`src/sv/smq_pkg.sv`:
```
// ----------------------------------------------------------------------------
// smq_pkg
// Shared types and constants of the stepper move sequencer: decoded operation
// codes, move codes, command characters and configuration register indexes.
// ----------------------------------------------------------------------------
package smq_pkg;

    // Width of one tick limit / tick counter
    localparam int TICK_W = 16;
    // Width of the configuration register index
    localparam int CFG_IDX_W = 2;

    // Configuration register indexes
    localparam logic [CFG_IDX_W-1:0] REG_XY_MOVE_TICKS       = 2'd0;
    localparam logic [CFG_IDX_W-1:0] REG_CRANK_FULL_TICKS    = 2'd1;
    localparam logic [CFG_IDX_W-1:0] REG_CRANK_PARTIAL_TICKS = 2'd2;

    // Configuration reset values
    localparam logic [TICK_W-1:0] XY_MOVE_TICKS_RST       = 16'd200;
    localparam logic [TICK_W-1:0] CRANK_FULL_TICKS_RST    = 16'd1600;
    localparam logic [TICK_W-1:0] CRANK_PARTIAL_TICKS_RST = 16'd160;

    // Command characters
    localparam logic [7:0] CHAR_STOP       = 8'h30;  // '0'
    localparam logic [7:0] CHAR_MOVE_FIRST = 8'h31;  // '1'
    localparam logic [7:0] CHAR_MOVE_LAST  = 8'h37;  // '7'

    // Move codes (low three bits of the command character)
    localparam logic [2:0] MOVE_IDLE      = 3'd0;
    localparam logic [2:0] MOVE_X_FWD     = 3'd1;
    localparam logic [2:0] MOVE_Y_FWD     = 3'd2;
    localparam logic [2:0] MOVE_X_REV     = 3'd3;
    localparam logic [2:0] MOVE_Y_REV     = 3'd4;
    localparam logic [2:0] MOVE_CRANK_PRT = 3'd5;
    localparam logic [2:0] MOVE_CRANK_FWD = 3'd6;
    localparam logic [2:0] MOVE_CRANK_REV = 3'd7;

    // Step line positions
    localparam logic [1:0] STEP_X     = 2'd0;
    localparam logic [1:0] STEP_Y     = 2'd1;
    localparam logic [1:0] STEP_CRANK = 2'd2;

    // Decoded operation kinds
    typedef enum logic [2:0] {
        OP_DROP = 3'd0,   // framing error: no echo, no change
        OP_ECHO = 3'd1,   // other byte: echo only
        OP_STOP = 3'd2,   // stop byte
        OP_MOVE = 3'd3,   // move byte
        OP_TICK = 3'd4    // timer tick
    } op_kind_t;

    // One decoded item as it travels through the queue
    typedef struct packed {
        op_kind_t   kind;
        logic [2:0] move;
        logic [7:0] rx_byte;
    } smq_op_t;

    // Tick limits handed to the execution side
    typedef struct packed {
        logic [TICK_W-1:0] xy_move_ticks;
        logic [TICK_W-1:0] crank_full_ticks;
        logic [TICK_W-1:0] crank_partial_ticks;
    } smq_limits_t;

endpackage

```
`src/sv/stepper_move_sequencer_unit.sv`:
```
// ----------------------------------------------------------------------------
// stepper_move_sequencer_unit
// Stepper move sequencer: serial command bytes select moves, timer ticks
// toggle the chosen step line until the move's tick limit is reached.
// ----------------------------------------------------------------------------
//
//  channel  | direction | handshake          | payload
//  ---------+-----------+--------------------+-----------------------------------
//  s_       | in        | s_valid / s_ready  | command, rx_byte, framing_error
//  m_       | out       | m_valid / m_ready  | step/dir lines, move_mode, echo
//  cfg_     | in        | cfg_valid/cfg_ready| cfg_index, cfg_data (tick limits)
//
//  One item per cycle sustained while results are taken; an item passes through
//  the decode register, the queue and the execution register into the result.
//  The execution stage updates all motion state for an item when it takes it.
//  Reset clears the motion state, loads the default tick limits, and leaves no
//  clearing pass; configuration writes are taken every cycle.
//  A stalled result holds the execution stage; the queue and the decode
//  register keep taking items until the queue is full.
//
module stepper_move_sequencer_unit #(
    parameter int QUEUE_DEPTH = 2
) (
    input  logic                          aclk,
    input  logic                          aresetn,
    input  logic                          s_valid,
    output logic                          s_ready,
    input  logic                          s_command,
    input  logic [7:0]                    s_rx_byte,
    input  logic                          s_framing_error,
    output logic                          m_valid,
    input  logic                          m_ready,
    output logic                          m_x_step,
    output logic                          m_y_step,
    output logic                          m_xy_dir,
    output logic                          m_crank_step,
    output logic                          m_turn_dir,
    output logic [2:0]                    m_move_mode,
    output logic                          m_echo_valid,
    output logic [7:0]                    m_echo_byte,
    input  logic                          cfg_valid,
    output logic                          cfg_ready,
    input  logic [smq_pkg::CFG_IDX_W-1:0] cfg_index,
    input  logic [smq_pkg::TICK_W-1:0]    cfg_data
);

    smq_pkg::smq_limits_t limits_reg;
    smq_pkg::smq_limits_t limits_next;
    logic                 fr_valid;
    logic                 fr_ready;
    smq_pkg::smq_op_t     fr_op;
    logic                 q_valid;
    logic                 q_ready;
    smq_pkg::smq_op_t     q_op;

    // Tick limit registers; writes beyond the list are ignored
    assign cfg_ready = 1'b1;

    always_comb begin
        limits_next = limits_reg;
        if (cfg_valid) begin
            case (cfg_index)
                smq_pkg::REG_XY_MOVE_TICKS:       limits_next.xy_move_ticks       = cfg_data;
                smq_pkg::REG_CRANK_FULL_TICKS:    limits_next.crank_full_ticks    = cfg_data;
                smq_pkg::REG_CRANK_PARTIAL_TICKS: limits_next.crank_partial_ticks = cfg_data;
                default:                          limits_next = limits_reg;
            endcase
        end
    end

    always_ff @(posedge aclk) begin
        if (!aresetn) begin
            limits_reg.xy_move_ticks       <= smq_pkg::XY_MOVE_TICKS_RST;
            limits_reg.crank_full_ticks    <= smq_pkg::CRANK_FULL_TICKS_RST;
            limits_reg.crank_partial_ticks <= smq_pkg::CRANK_PARTIAL_TICKS_RST;
        end else begin
            limits_reg <= limits_next;
        end
    end

    smq_front u_front (
        .aclk            (aclk),
        .aresetn         (aresetn),
        .s_valid         (s_valid),
        .s_ready         (s_ready),
        .s_command       (s_command),
        .s_rx_byte       (s_rx_byte),
        .s_framing_error (s_framing_error),
        .op_valid        (fr_valid),
        .op_ready        (fr_ready),
        .op              (fr_op)
    );

    smq_queue #(
        .DEPTH (QUEUE_DEPTH)
    ) u_queue (
        .aclk      (aclk),
        .aresetn   (aresetn),
        .in_valid  (fr_valid),
        .in_ready  (fr_ready),
        .in_op     (fr_op),
        .out_valid (q_valid),
        .out_ready (q_ready),
        .out_op    (q_op)
    );

    smq_back u_back (
        .aclk         (aclk),
        .aresetn      (aresetn),
        .limits       (limits_reg),
        .op_valid     (q_valid),
        .op_ready     (q_ready),
        .op           (q_op),
        .m_valid      (m_valid),
        .m_ready      (m_ready),
        .m_x_step     (m_x_step),
        .m_y_step     (m_y_step),
        .m_xy_dir     (m_xy_dir),
        .m_crank_step (m_crank_step),
        .m_turn_dir   (m_turn_dir),
        .m_move_mode  (m_move_mode),
        .m_echo_valid (m_echo_valid),
        .m_echo_byte  (m_echo_byte)
    );

endmodule

```
`src/sv/smq_front.sv`:
```
// ----------------------------------------------------------------------------
// smq_front
// Input stage: takes items, classifies them into operations and holds one
// decoded operation until the queue takes it.
// ----------------------------------------------------------------------------
module smq_front (
    input  logic             aclk,
    input  logic             aresetn,
    input  logic             s_valid,
    output logic             s_ready,
    input  logic             s_command,
    input  logic [7:0]       s_rx_byte,
    input  logic             s_framing_error,
    output logic             op_valid,
    input  logic             op_ready,
    output smq_pkg::smq_op_t op
);

    logic             op_valid_reg;
    logic             op_valid_next;
    smq_pkg::smq_op_t op_reg;
    smq_pkg::smq_op_t op_dec;

    // Classify the incoming item
    always_comb begin
        op_dec.move    = s_rx_byte[2:0];
        op_dec.rx_byte = s_rx_byte;
        if (s_command) begin
            op_dec.kind = smq_pkg::OP_TICK;
        end else if (s_framing_error) begin
            op_dec.kind = smq_pkg::OP_DROP;
        end else if (s_rx_byte == smq_pkg::CHAR_STOP) begin
            op_dec.kind = smq_pkg::OP_STOP;
        end else if (s_rx_byte >= smq_pkg::CHAR_MOVE_FIRST &&
                     s_rx_byte <= smq_pkg::CHAR_MOVE_LAST) begin
            op_dec.kind = smq_pkg::OP_MOVE;
        end else begin
            op_dec.kind = smq_pkg::OP_ECHO;
        end
    end

    // Take a new item when the holding register is empty or drains now
    assign s_ready  = !op_valid_reg || op_ready;
    assign op_valid = op_valid_reg;
    assign op       = op_reg;

    always_comb begin
        op_valid_next = op_valid_reg;
        if (s_ready) begin
            op_valid_next = s_valid;
        end
    end

    always_ff @(posedge aclk) begin
        if (!aresetn) begin
            op_valid_reg <= 1'b0;
        end else begin
            op_valid_reg <= op_valid_next;
        end
    end

    // Hold the decoded payload
    always_ff @(posedge aclk) begin
        if (s_valid && s_ready) begin
            op_reg <= op_dec;
        end
    end

endmodule

```
`src/sv/smq_queue.sv`:
```
// ----------------------------------------------------------------------------
// smq_queue
// Small first-in first-out queue of decoded operations between the input
// stage and the execution stage.
// ----------------------------------------------------------------------------
module smq_queue #(
    parameter int DEPTH = 2
) (
    input  logic             aclk,
    input  logic             aresetn,
    input  logic             in_valid,
    output logic             in_ready,
    input  smq_pkg::smq_op_t in_op,
    output logic             out_valid,
    input  logic             out_ready,
    output smq_pkg::smq_op_t out_op
);

    localparam int PTR_W = $clog2(DEPTH);
    localparam int CNT_W = $clog2(DEPTH + 1);

    smq_pkg::smq_op_t entry_reg [DEPTH];
    logic [PTR_W-1:0] wr_ptr_reg;
    logic [PTR_W-1:0] wr_ptr_next;
    logic [PTR_W-1:0] rd_ptr_reg;
    logic [PTR_W-1:0] rd_ptr_next;
    logic [CNT_W-1:0] count_reg;
    logic [CNT_W-1:0] count_next;
    logic             push;
    logic             pop;

    assign in_ready  = count_reg != CNT_W'(DEPTH);
    assign out_valid = count_reg != '0;
    assign out_op    = entry_reg[rd_ptr_reg];
    assign push      = in_valid && in_ready;
    assign pop       = out_valid && out_ready;

    // Advance pointers and occupancy
    always_comb begin
        wr_ptr_next = wr_ptr_reg;
        rd_ptr_next = rd_ptr_reg;
        count_next  = count_reg;
        if (push) begin
            wr_ptr_next = (wr_ptr_reg == PTR_W'(DEPTH - 1)) ? '0 : wr_ptr_reg + 1'b1;
        end
        if (pop) begin
            rd_ptr_next = (rd_ptr_reg == PTR_W'(DEPTH - 1)) ? '0 : rd_ptr_reg + 1'b1;
        end
        case ({push, pop})
            2'b10:   count_next = count_reg + 1'b1;
            2'b01:   count_next = count_reg - 1'b1;
            default: count_next = count_reg;
        endcase
    end

    always_ff @(posedge aclk) begin
        if (!aresetn) begin
            wr_ptr_reg <= '0;
            rd_ptr_reg <= '0;
            count_reg  <= '0;
        end else begin
            wr_ptr_reg <= wr_ptr_next;
            rd_ptr_reg <= rd_ptr_next;
            count_reg  <= count_next;
        end
    end

    // Store the pushed operation
    always_ff @(posedge aclk) begin
        if (push) begin
            entry_reg[wr_ptr_reg] <= in_op;
        end
    end

    // Occupancy never exceeds the depth
    a_count_bound: assert property (@(posedge aclk) disable iff (!aresetn)
        count_reg <= CNT_W'(DEPTH))
        else $error("queue occupancy above depth");

    // A lone push raises occupancy by one
    a_push_count: assert property (@(posedge aclk) disable iff (!aresetn)
        push && !pop |=> count_reg == $past(count_reg) + 1'b1)
        else $error("queue occupancy not advanced on push");

endmodule

```
`src/sv/smq_back.sv`:
```
// ----------------------------------------------------------------------------
// smq_back
// Execution stage: applies one operation to the motion state and presents
// the resulting line levels, move code and echo as one result.
// ----------------------------------------------------------------------------
module smq_back (
    input  logic                 aclk,
    input  logic                 aresetn,
    input  smq_pkg::smq_limits_t limits,
    input  logic                 op_valid,
    output logic                 op_ready,
    input  smq_pkg::smq_op_t     op,
    output logic                 m_valid,
    input  logic                 m_ready,
    output logic                 m_x_step,
    output logic                 m_y_step,
    output logic                 m_xy_dir,
    output logic                 m_crank_step,
    output logic                 m_turn_dir,
    output logic [2:0]           m_move_mode,
    output logic                 m_echo_valid,
    output logic [7:0]           m_echo_byte
);

    localparam int TW = smq_pkg::TICK_W;

    logic          valid_reg,  valid_next;
    logic [2:0]    move_reg,   move_next;
    logic [TW-1:0] count_reg,  count_next;
    logic          phase_reg,  phase_next;
    logic [2:0]    step_reg,   step_next;
    logic          xy_dir_reg, xy_dir_next;
    logic          cr_dir_reg, cr_dir_next;
    logic          echo_valid_reg, echo_valid_next;
    logic [7:0]    echo_byte_reg,  echo_byte_next;

    logic          take;
    logic          moving;
    logic [TW-1:0] limit;
    logic [1:0]    line;
    logic          dir_crank;
    logic          dir_val;
    logic [TW-1:0] count_inc;

    // Result slot frees when empty or taken this cycle
    assign op_ready = !valid_reg || m_ready;
    assign take     = op_valid && op_ready;

    // Select limit, step line and direction of the active move
    always_comb begin
        moving    = 1'b1;
        limit     = limits.xy_move_ticks;
        line      = smq_pkg::STEP_X;
        dir_crank = 1'b0;
        dir_val   = 1'b1;
        case (move_reg)
            smq_pkg::MOVE_X_FWD: begin
                line = smq_pkg::STEP_X;
            end
            smq_pkg::MOVE_Y_FWD: begin
                line = smq_pkg::STEP_Y;
            end
            smq_pkg::MOVE_X_REV: begin
                line    = smq_pkg::STEP_X;
                dir_val = 1'b0;
            end
            smq_pkg::MOVE_Y_REV: begin
                line    = smq_pkg::STEP_Y;
                dir_val = 1'b0;
            end
            smq_pkg::MOVE_CRANK_PRT: begin
                limit     = limits.crank_partial_ticks;
                line      = smq_pkg::STEP_CRANK;
                dir_crank = 1'b1;
            end
            smq_pkg::MOVE_CRANK_FWD: begin
                limit     = limits.crank_full_ticks;
                line      = smq_pkg::STEP_CRANK;
                dir_crank = 1'b1;
            end
            smq_pkg::MOVE_CRANK_REV: begin
                limit     = limits.crank_full_ticks;
                line      = smq_pkg::STEP_CRANK;
                dir_crank = 1'b1;
                dir_val   = 1'b0;
            end
            default: begin
                moving = 1'b0;
            end
        endcase
    end

    assign count_inc = count_reg + 1'b1;

    // Apply one operation to the motion state
    always_comb begin
        valid_next      = valid_reg;
        move_next       = move_reg;
        count_next      = count_reg;
        phase_next      = phase_reg;
        step_next       = step_reg;
        xy_dir_next     = xy_dir_reg;
        cr_dir_next     = cr_dir_reg;
        echo_valid_next = echo_valid_reg;
        echo_byte_next  = echo_byte_reg;
        if (op_ready) begin
            valid_next = op_valid;
        end
        if (take) begin
            echo_valid_next = 1'b0;
            echo_byte_next  = '0;
            case (op.kind)
                smq_pkg::OP_ECHO: begin
                    echo_valid_next = 1'b1;
                    echo_byte_next  = op.rx_byte;
                end
                smq_pkg::OP_STOP: begin
                    echo_valid_next = 1'b1;
                    echo_byte_next  = op.rx_byte;
                    count_next      = '0;
                    move_next       = smq_pkg::MOVE_IDLE;
                    step_next       = '0;
                end
                smq_pkg::OP_MOVE: begin
                    echo_valid_next = 1'b1;
                    echo_byte_next  = op.rx_byte;
                    count_next      = '0;
                    move_next       = op.move;
                end
                smq_pkg::OP_TICK: begin
                    // Step only while the count has not passed the limit
                    if (moving && !(count_reg > limit)) begin
                        if (dir_crank) begin
                            cr_dir_next = dir_val;
                        end else begin
                            xy_dir_next = dir_val;
                        end
                        step_next[line] = !phase_reg;
                        phase_next      = !phase_reg;
                        count_next      = count_inc;
                        // Finish the move at the limit
                        if (count_inc == limit) begin
                            move_next       = smq_pkg::MOVE_IDLE;
                            step_next[line] = 1'b0;
                            phase_next      = 1'b0;
                        end
                    end
                end
                default: begin
                    // Framing error: drop the byte without echo, keep the motion state
                end
            endcase
        end
    end

    always_ff @(posedge aclk) begin
        if (!aresetn) begin
            valid_reg      <= 1'b0;
            move_reg       <= smq_pkg::MOVE_IDLE;
            count_reg      <= '0;
            phase_reg      <= 1'b0;
            step_reg       <= '0;
            xy_dir_reg     <= 1'b1;
            cr_dir_reg     <= 1'b1;
            echo_valid_reg <= 1'b0;
            echo_byte_reg  <= '0;
        end else begin
            valid_reg      <= valid_next;
            move_reg       <= move_next;
            count_reg      <= count_next;
            phase_reg      <= phase_next;
            step_reg       <= step_next;
            xy_dir_reg     <= xy_dir_next;
            cr_dir_reg     <= cr_dir_next;
            echo_valid_reg <= echo_valid_next;
            echo_byte_reg  <= echo_byte_next;
        end
    end

    // Present the state after the last executed operation
    assign m_valid      = valid_reg;
    assign m_x_step     = step_reg[smq_pkg::STEP_X];
    assign m_y_step     = step_reg[smq_pkg::STEP_Y];
    assign m_crank_step = step_reg[smq_pkg::STEP_CRANK];
    assign m_xy_dir     = xy_dir_reg;
    assign m_turn_dir   = cr_dir_reg;
    assign m_move_mode  = move_reg;
    assign m_echo_valid = echo_valid_reg;
    assign m_echo_byte  = echo_byte_reg;

    // A stop leaves the block idle with every step line low
    a_stop_idle: assert property (@(posedge aclk) disable iff (!aresetn)
        take && op.kind == smq_pkg::OP_STOP |=>
            move_reg == smq_pkg::MOVE_IDLE && step_reg == '0)
        else $error("stop did not clear motion");

    // A dropped byte changes no motion state
    a_drop_hold: assert property (@(posedge aclk) disable iff (!aresetn)
        take && op.kind == smq_pkg::OP_DROP |=>
            $stable(move_reg) && $stable(count_reg) && $stable(step_reg) && !echo_valid_reg)
        else $error("dropped byte changed state");

endmodule

```
`config.mk`:
```
export PLATFORM = sky130hd
export DESIGN_NAME = stepper_move_sequencer_unit
export DESIGN_NICKNAME = d
export VERILOG_FILES = /design/src/sv/smq_pkg.sv /design/src/sv/stepper_move_sequencer_unit.sv /design/src/sv/smq_front.sv /design/src/sv/smq_queue.sv /design/src/sv/smq_back.sv
export SDC_FILE = /design/constraint.sdc
export NUM_CORES = 1
export LEC_CHECK = 0
export BUFFER_PORTS_ARGS = -buffer_cell sky130_fd_sc_hd__clkbuf_2
export CORE_ASPECT_RATIO = 1.4
export CORE_MARGIN = 2
export CORE_UTILIZATION = 28
export CTS_CLUSTER_SIZE = 28
export DETAILED_ROUTE_END_ITERATION = 16
export PLACE_DENSITY = 0.51
export RECOVER_POWER = 50
export REMOVE_ABC_BUFFERS = 1
export SLEW_MARGIN = 20
export SYNTH_ARGS = -nofsm -noshare
export SYNTH_HDL_FRONTEND = slang
export SYNTH_SLANG_ARGS = --single-unit
```
`constraint.sdc`:
```
create_clock -name aclk -period 7.1 [get_ports aclk]
set_input_delay 2.13 -clock aclk [delete_from_list [all_inputs] [get_ports aclk]]
set_output_delay 2.13 -clock aclk [all_outputs]
set_load 0.02 [all_outputs]
```
After elaboration in Yosys (flattened, before gate mapping). Memory sizes are Yosys's and may differ from the RTL's. A register that Yosys moved wholly into a read port is not among the register bits. Index checks and enable logic that the tools add are counted.

$lt $le $gt $ge: 5. $mul: 0. $add $sub $neg: 5. Muxes and demuxes: 29. Shift-type cells: 0. Equality and inequality tests: 20. Divide/modulo/power cells: 0. Bitwise operators: 3. Reductions and logical operators: 36.

Operator list (count): $pmux W16 S2 (2); $mux W3 (6); $add A16 B1 Y16 const B (1); $eq A16 B16 Y1 (1); $gt A16 B16 Y1 (1); $mux W16 (1); $eq A3 B3 Y1 const B (5); $eq A3 B2 Y1 const B (4); $mux W1 (12); $reduce_and A4 Y1 (3); $reduce_or A3 Y1 (4); $pmux W3 S3 (1); $reduce_and A3 Y1 (3); $eq A8 B6 Y1 const B (1); $ge A8 B6 Y1 const B (1); $le A8 B6 Y1 const B (1); $mux W8 (1); $pmux W2 S2 (2); $reduce_bool A2 Y1 (4); $reduce_or A2 Y1 (4); $reduce_or A7 Y1 (1); $eq A3 B1 Y1 const B (2); $logic_and A1 B1 Y1 (6); $pmux W3 S2 (1); 20 further kinds (30).

Bits in writable memories: 28. Bits in read-only memories: 0. Input port bits: 33. Word-level logic and storage cells: 120. Latch bits: 0. Bits in registers: 102. Output and inout port bits: 20. Memories: 1.

Memory list: u_queue.entry_reg (depth 2, bits a word 14, read ports 1, clocked after Yosys merged registers in 1, write ports 1, RTL line smq_queue.sv:22) `smq_pkg::smq_op_t entry_reg [DEPTH];`.

Logic depth before layout (Yosys ltp).
Word-level depth: 12. Gate-level depth with buffers: 17. Depth with buffers taken out: 13.

By module. Synthesis repeated with hierarchy kept, for this count alone.

Cell total of the unflattened synthesis: 617. Area, all modules: 6339.8 µm².

By module, submodules not included: smq_back (cells an instance 342, area each 2787.7 µm², sequential area each 700.7 µm², times used 1); stepper_move_sequencer_unit (cells an instance 183, area each 1878.1 µm², sequential area each 960.9 µm², times used 1); smq_queue (cells an instance 67, area each 1238.7 µm², sequential area each 940.9 µm², times used 1); smq_front (cells an instance 25, area each 435.4 µm², sequential area each 350.3 µm², times used 1).

Worst setup path after synthesis. Ideal clock, no wire load.

Kind: in2reg. Start point: in m_ready. End point: reg u_back.xy_dir_reg (netlist: u_back.m_xy_dir). Buffers on the path: 2. Data required time: 6.964 ns. Cell stages on the path: 8. Data arrival time: 3.643 ns. Path slack: 3.321 ns. Library setup time: 0.136 ns. Cells stage by stage: nor2b_1 > or2_2 > or2_1 > clkbuf_1 > nor2_1 > buf_2 > mux2i_1 > nand3_1.

Word-level cells in the longest chain between the ends: 3.

Ends and longest elaborated chain: start, declared (RTL line stepper_move_sequencer_unit.sv:32) `input logic m_ready,`; $logic_or A1 B1 Y1 (RTL line smq_back.sv:46) `assign op_ready = !valid_reg || m_ready;`; $logic_and A1 B1 Y1 (RTL line smq_back.sv:47) `assign take = op_valid && op_ready;`; $reduce_and A4 Y1 (no line); end signal, assigned (RTL line smq_back.sv:173) `xy_dir_reg <= xy_dir_next;`; end, declared (RTL line smq_back.sv:32) `logic xy_dir_reg, xy_dir_next;`.

Every way passes these cells. A chain may end at the register's enable or synchronous reset.

Worst setup path after layout.
Start point: in aresetn. End point: reg u_back.echo_byte_reg[0] (netlist: u_back.m_echo_byte[0]).

RTL lines: start, declared (RTL line stepper_move_sequencer_unit.sv:25) `input logic aresetn,`; end signal, assigned (RTL line smq_back.sv:176) `echo_byte_reg <= echo_byte_next;`; end, declared (RTL line smq_back.sv:35) `logic [7:0] echo_byte_reg, echo_byte_next;`.

No word-level cell between the ends.

==> reports/results.tsv <==
metric	value	unit
layout_worst_path_cycle_share	0.723	
path_clk_slew	0.06	ns
worstSetupEndpointType	flip-flop	
io_pins	53	
ys_async_sr_fraction	0	
slew_headroom	-1.40	
largest_register_ffs	48	
grt_pass1_vias	4912	
drt_pass1_iterations	4	
cts-htree-levels	4	
remaining_drc_errors	0	
cts_buffer_depth	2	
yosysUniqueCellTypes	70	
min_from	u_front.op[13]	
routed_wl	16.1	mm
max_freq	195	MHz
path_max_fanout	72	
min_path_type	flip-flop to flip-flop	
synth-simple-area-share	0.231	
nNetsFinal	744	
initial_utilization	0.287	
worstSetupPathType	input port to flip-flop	
cts_setup_buffers	0	
seq_area_frac_synth	0.454	
outcome	complete, but fails checks	
cellLeakagePower	2.54	nW
peakVddDrop	203	uV
final_core_util	0.328	
clock-sinks	122	
insertion_delay	0.43	ns
grt_first_pass_wirelength	26.2	mm
num_rows	63	
finClkSkew	0.00845	ns
reg2reg_to	u_back.count_reg[14]	
finalSetupTns	0	ns
finalHoldViolCount	0	
grt_max_degree	73	
setup_viol	0	
cts_tree	yes	
wire_per_inst	16.7	um
worst_pin_slew	3.60	ns
synth_top_family_by_area	simple AND/OR/NAND/NOR gates	
violations	max-capacitance violations, max-slew violations	
finalMaxSlewViolations	73	
drt-vias-per-instance	5.10	
drtAntennaViolNets	0	
ys_warn_count	0	
drtIter0Drc	267	
area_delta_synth_final	14.4	%
root_buffer	clkbuf_16	
dieHeight	179	um
finalCriticalPeriod	5.14	ns
cts_resized	0	
min_to	u_queue.entry_reg[1][13]	
max_cap_violations	1	
antenna_cells	0	
synth_compound_area_frac	0.161	
synthMuxAreaShare	0.0252	
ys_ff_latch	122	
syn_inst	659	
crit_arrival	5.31	ns
grt_use_total	0.148	
preCtsSetupSlack	2.77	ns
coreArea	0.0213	sq mm
final_layout_size_suffix_gt1_frac	0.140	
die_w	129	um
stdcell_count	966	
io_buffers	51	
r2r_cells	11	
rsz0062_at_grt	false	
dieArea	0.0230	sq mm
antenna_found_initial	0	
hold_depth	0	
syn_area_per_cell	9.26	sq um
place_hpwl	11.2	mm
powerDensity	268	mW/mm^2
synth_edf_count	33	
synthXorXnorAreaFrac	0.0414	
syn_area	0.00610	sq mm
gp_congestion	0.830	
gr-total-overflow	0	
vias	4927	
reg2reg_from	u_back.m_move_mode[1]	
required	7.27	ns
ff2ff_setup_slack	2.68	ns
yosys.area_share.adder	0.0369	
cts_made_buffers	17	
synthFlopType	dfxtp_1	
critPathLaunchType	input port	
ctsHoldBuffers	0	
setup_ws	1.96	ns
dp.cells	934	
==> kinds of logic (layout without fill, tap and decap cells) <==
logic type,after synthesis,after routing
AOI/OAI and AO/OA,158,158
xor gates and xnor gates,27,27
adders and majority gates,18,18
buffers and inverters,52,99
DFF,122,122
muxes,14,14
other,1,1
and+or+nand+nor,267,267
==> synthesized netlist by cell type, drive strengths merged, types with 2 or more instances <==
cell type	n	share of area
nor2b	7	0.0072
nor3	10	0.0082
inv	11	0.0068
edfxtp	33	0.16
ha	18	0.037
clkbuf	26	0.023
nand3b	6	0.0074
and3	8	0.0082
nand2b	3	0.0031
and4b	3	0.0049
and4	4	0.0059
o21ai	21	0.017
mux2	11	0.020
or2	5	0.0051
o221ai	5	0.0072
mux2i	3	0.0049
buf	14	0.018
a211oi	3	0.0037
xor2	5	0.0072
or3	5	0.0053
nand4	8	0.013
a21o	4	0.0053
a21oi	69	0.057
nor3b	6	0.0074
nand2	124	0.077
xnor2	21	0.030
and2	3	0.0031
dfxtp	89	0.29
a22o	3	0.0043
o22a	2	0.0029
a22oi	11	0.014
o22ai	9	0.0092
and3b	4	0.0057
or4	2	0.0025
a311oi	8	0.011
nand3	20	0.016
a31oi	6	0.0062
nor2	38	0.023
o211ai	4	0.0049
nor4	10	0.026
a32oi	3	0.0043
==> worst max-delay path, stage by stage <==
cell	delay, ns
clkbuf_2	0.35
inv_2	0.11
clkbuf_1	2.51
nor2_1	0.15
==> layer usage <==
layer  GRT usage  up-vias  part of all wire  wire length, um
li1            -     2456                 -                -
met1       0.160     2342              0.40             6440
met5           0        -                 0                0
met4      0.0702        0             0.027              437
met2       0.267      100              0.53             8590
met3      0.0376       29             0.040              638
==> where the power goes <==
group	leakage, nW	internal (mW)	switching [mW]
clock network	0.255	0.450	0.349
registers	1.03	0.768	0.0384
logic	1.26	0.0950	0.167
total	2.54	1.31	0.554
==> area by class of cell <==
cell class	instances	area, sq um
flip-flops and latches	122	2770
fillers	2210	14300
clock inverters	15	118
multi-input cells	485	3030
well taps	260	325
repair buffers	56	263
inverters	11	41.3
clock buffers	17	425
==> cell usage in the layout (no fill, tap or decap), drive strengths merged, types with 5 or more instances in the layout <==
| cell type | instances |
|---|---|
| nor3b | 6 |
| nand2 | 124 |
| clkbuf | 69 |
| mux2 | 11 |
| or2 | 5 |
| a22oi | 11 |
| nand3 | 20 |
| clkinv | 6 |
| nor2 | 38 |
| nor3 | 10 |
| xor2 | 5 |
| nand4 | 8 |
| inv | 16 |
| or3 | 5 |
| ha | 18 |
| nor4 | 10 |
| nand3b | 6 |
| a311oi | 8 |
| a21oi | 69 |
| a31oi | 6 |
| and3 | 8 |
| o22ai | 9 |
| edfxtp | 33 |
| dfxtp | 89 |
| o21ai | 21 |
| nor2b | 7 |
| o221ai | 5 |
| xnor2 | 21 |
==> worst max-delay path by stage <==
stage / slack, ns / from / to / depth (start not counted)
6_report: 1.96 / aresetn / u_back.m_echo_byte[0] / 4
3_3_place_gp: 2.86 / u_back.m_move_mode[1] / u_back.count_reg[14] / 11
3_5_place_dp: 2.77 / u_back.m_move_mode[1] / u_back.count_reg[8] / 11
2_1_floorplan: 2.86 / m_ready / u_back.count_reg[6] / 6
4_1_cts: 2.76 / u_back.m_move_mode[1] / u_back.count_reg[14] / 11
5_1_grt: 1.68 / aresetn / u_queue.wr_ptr_reg / 4
==> through the flow <==
step / power (mW) / cell area, sq um / hold WS [ns]
CTS: 1.90 / 7010 / 0.442
detailed placement: 1.09 / 6470 / 0.432
finish: 1.87 / 6980 / 0.441
global route: 1.95 / 6980 / 0.451
global placement: 1.09 / 6470 / 0.424
floorplan: 0.990 / 5840 / 0.421
No activity file was read; power rests on OpenSTA's default activity.
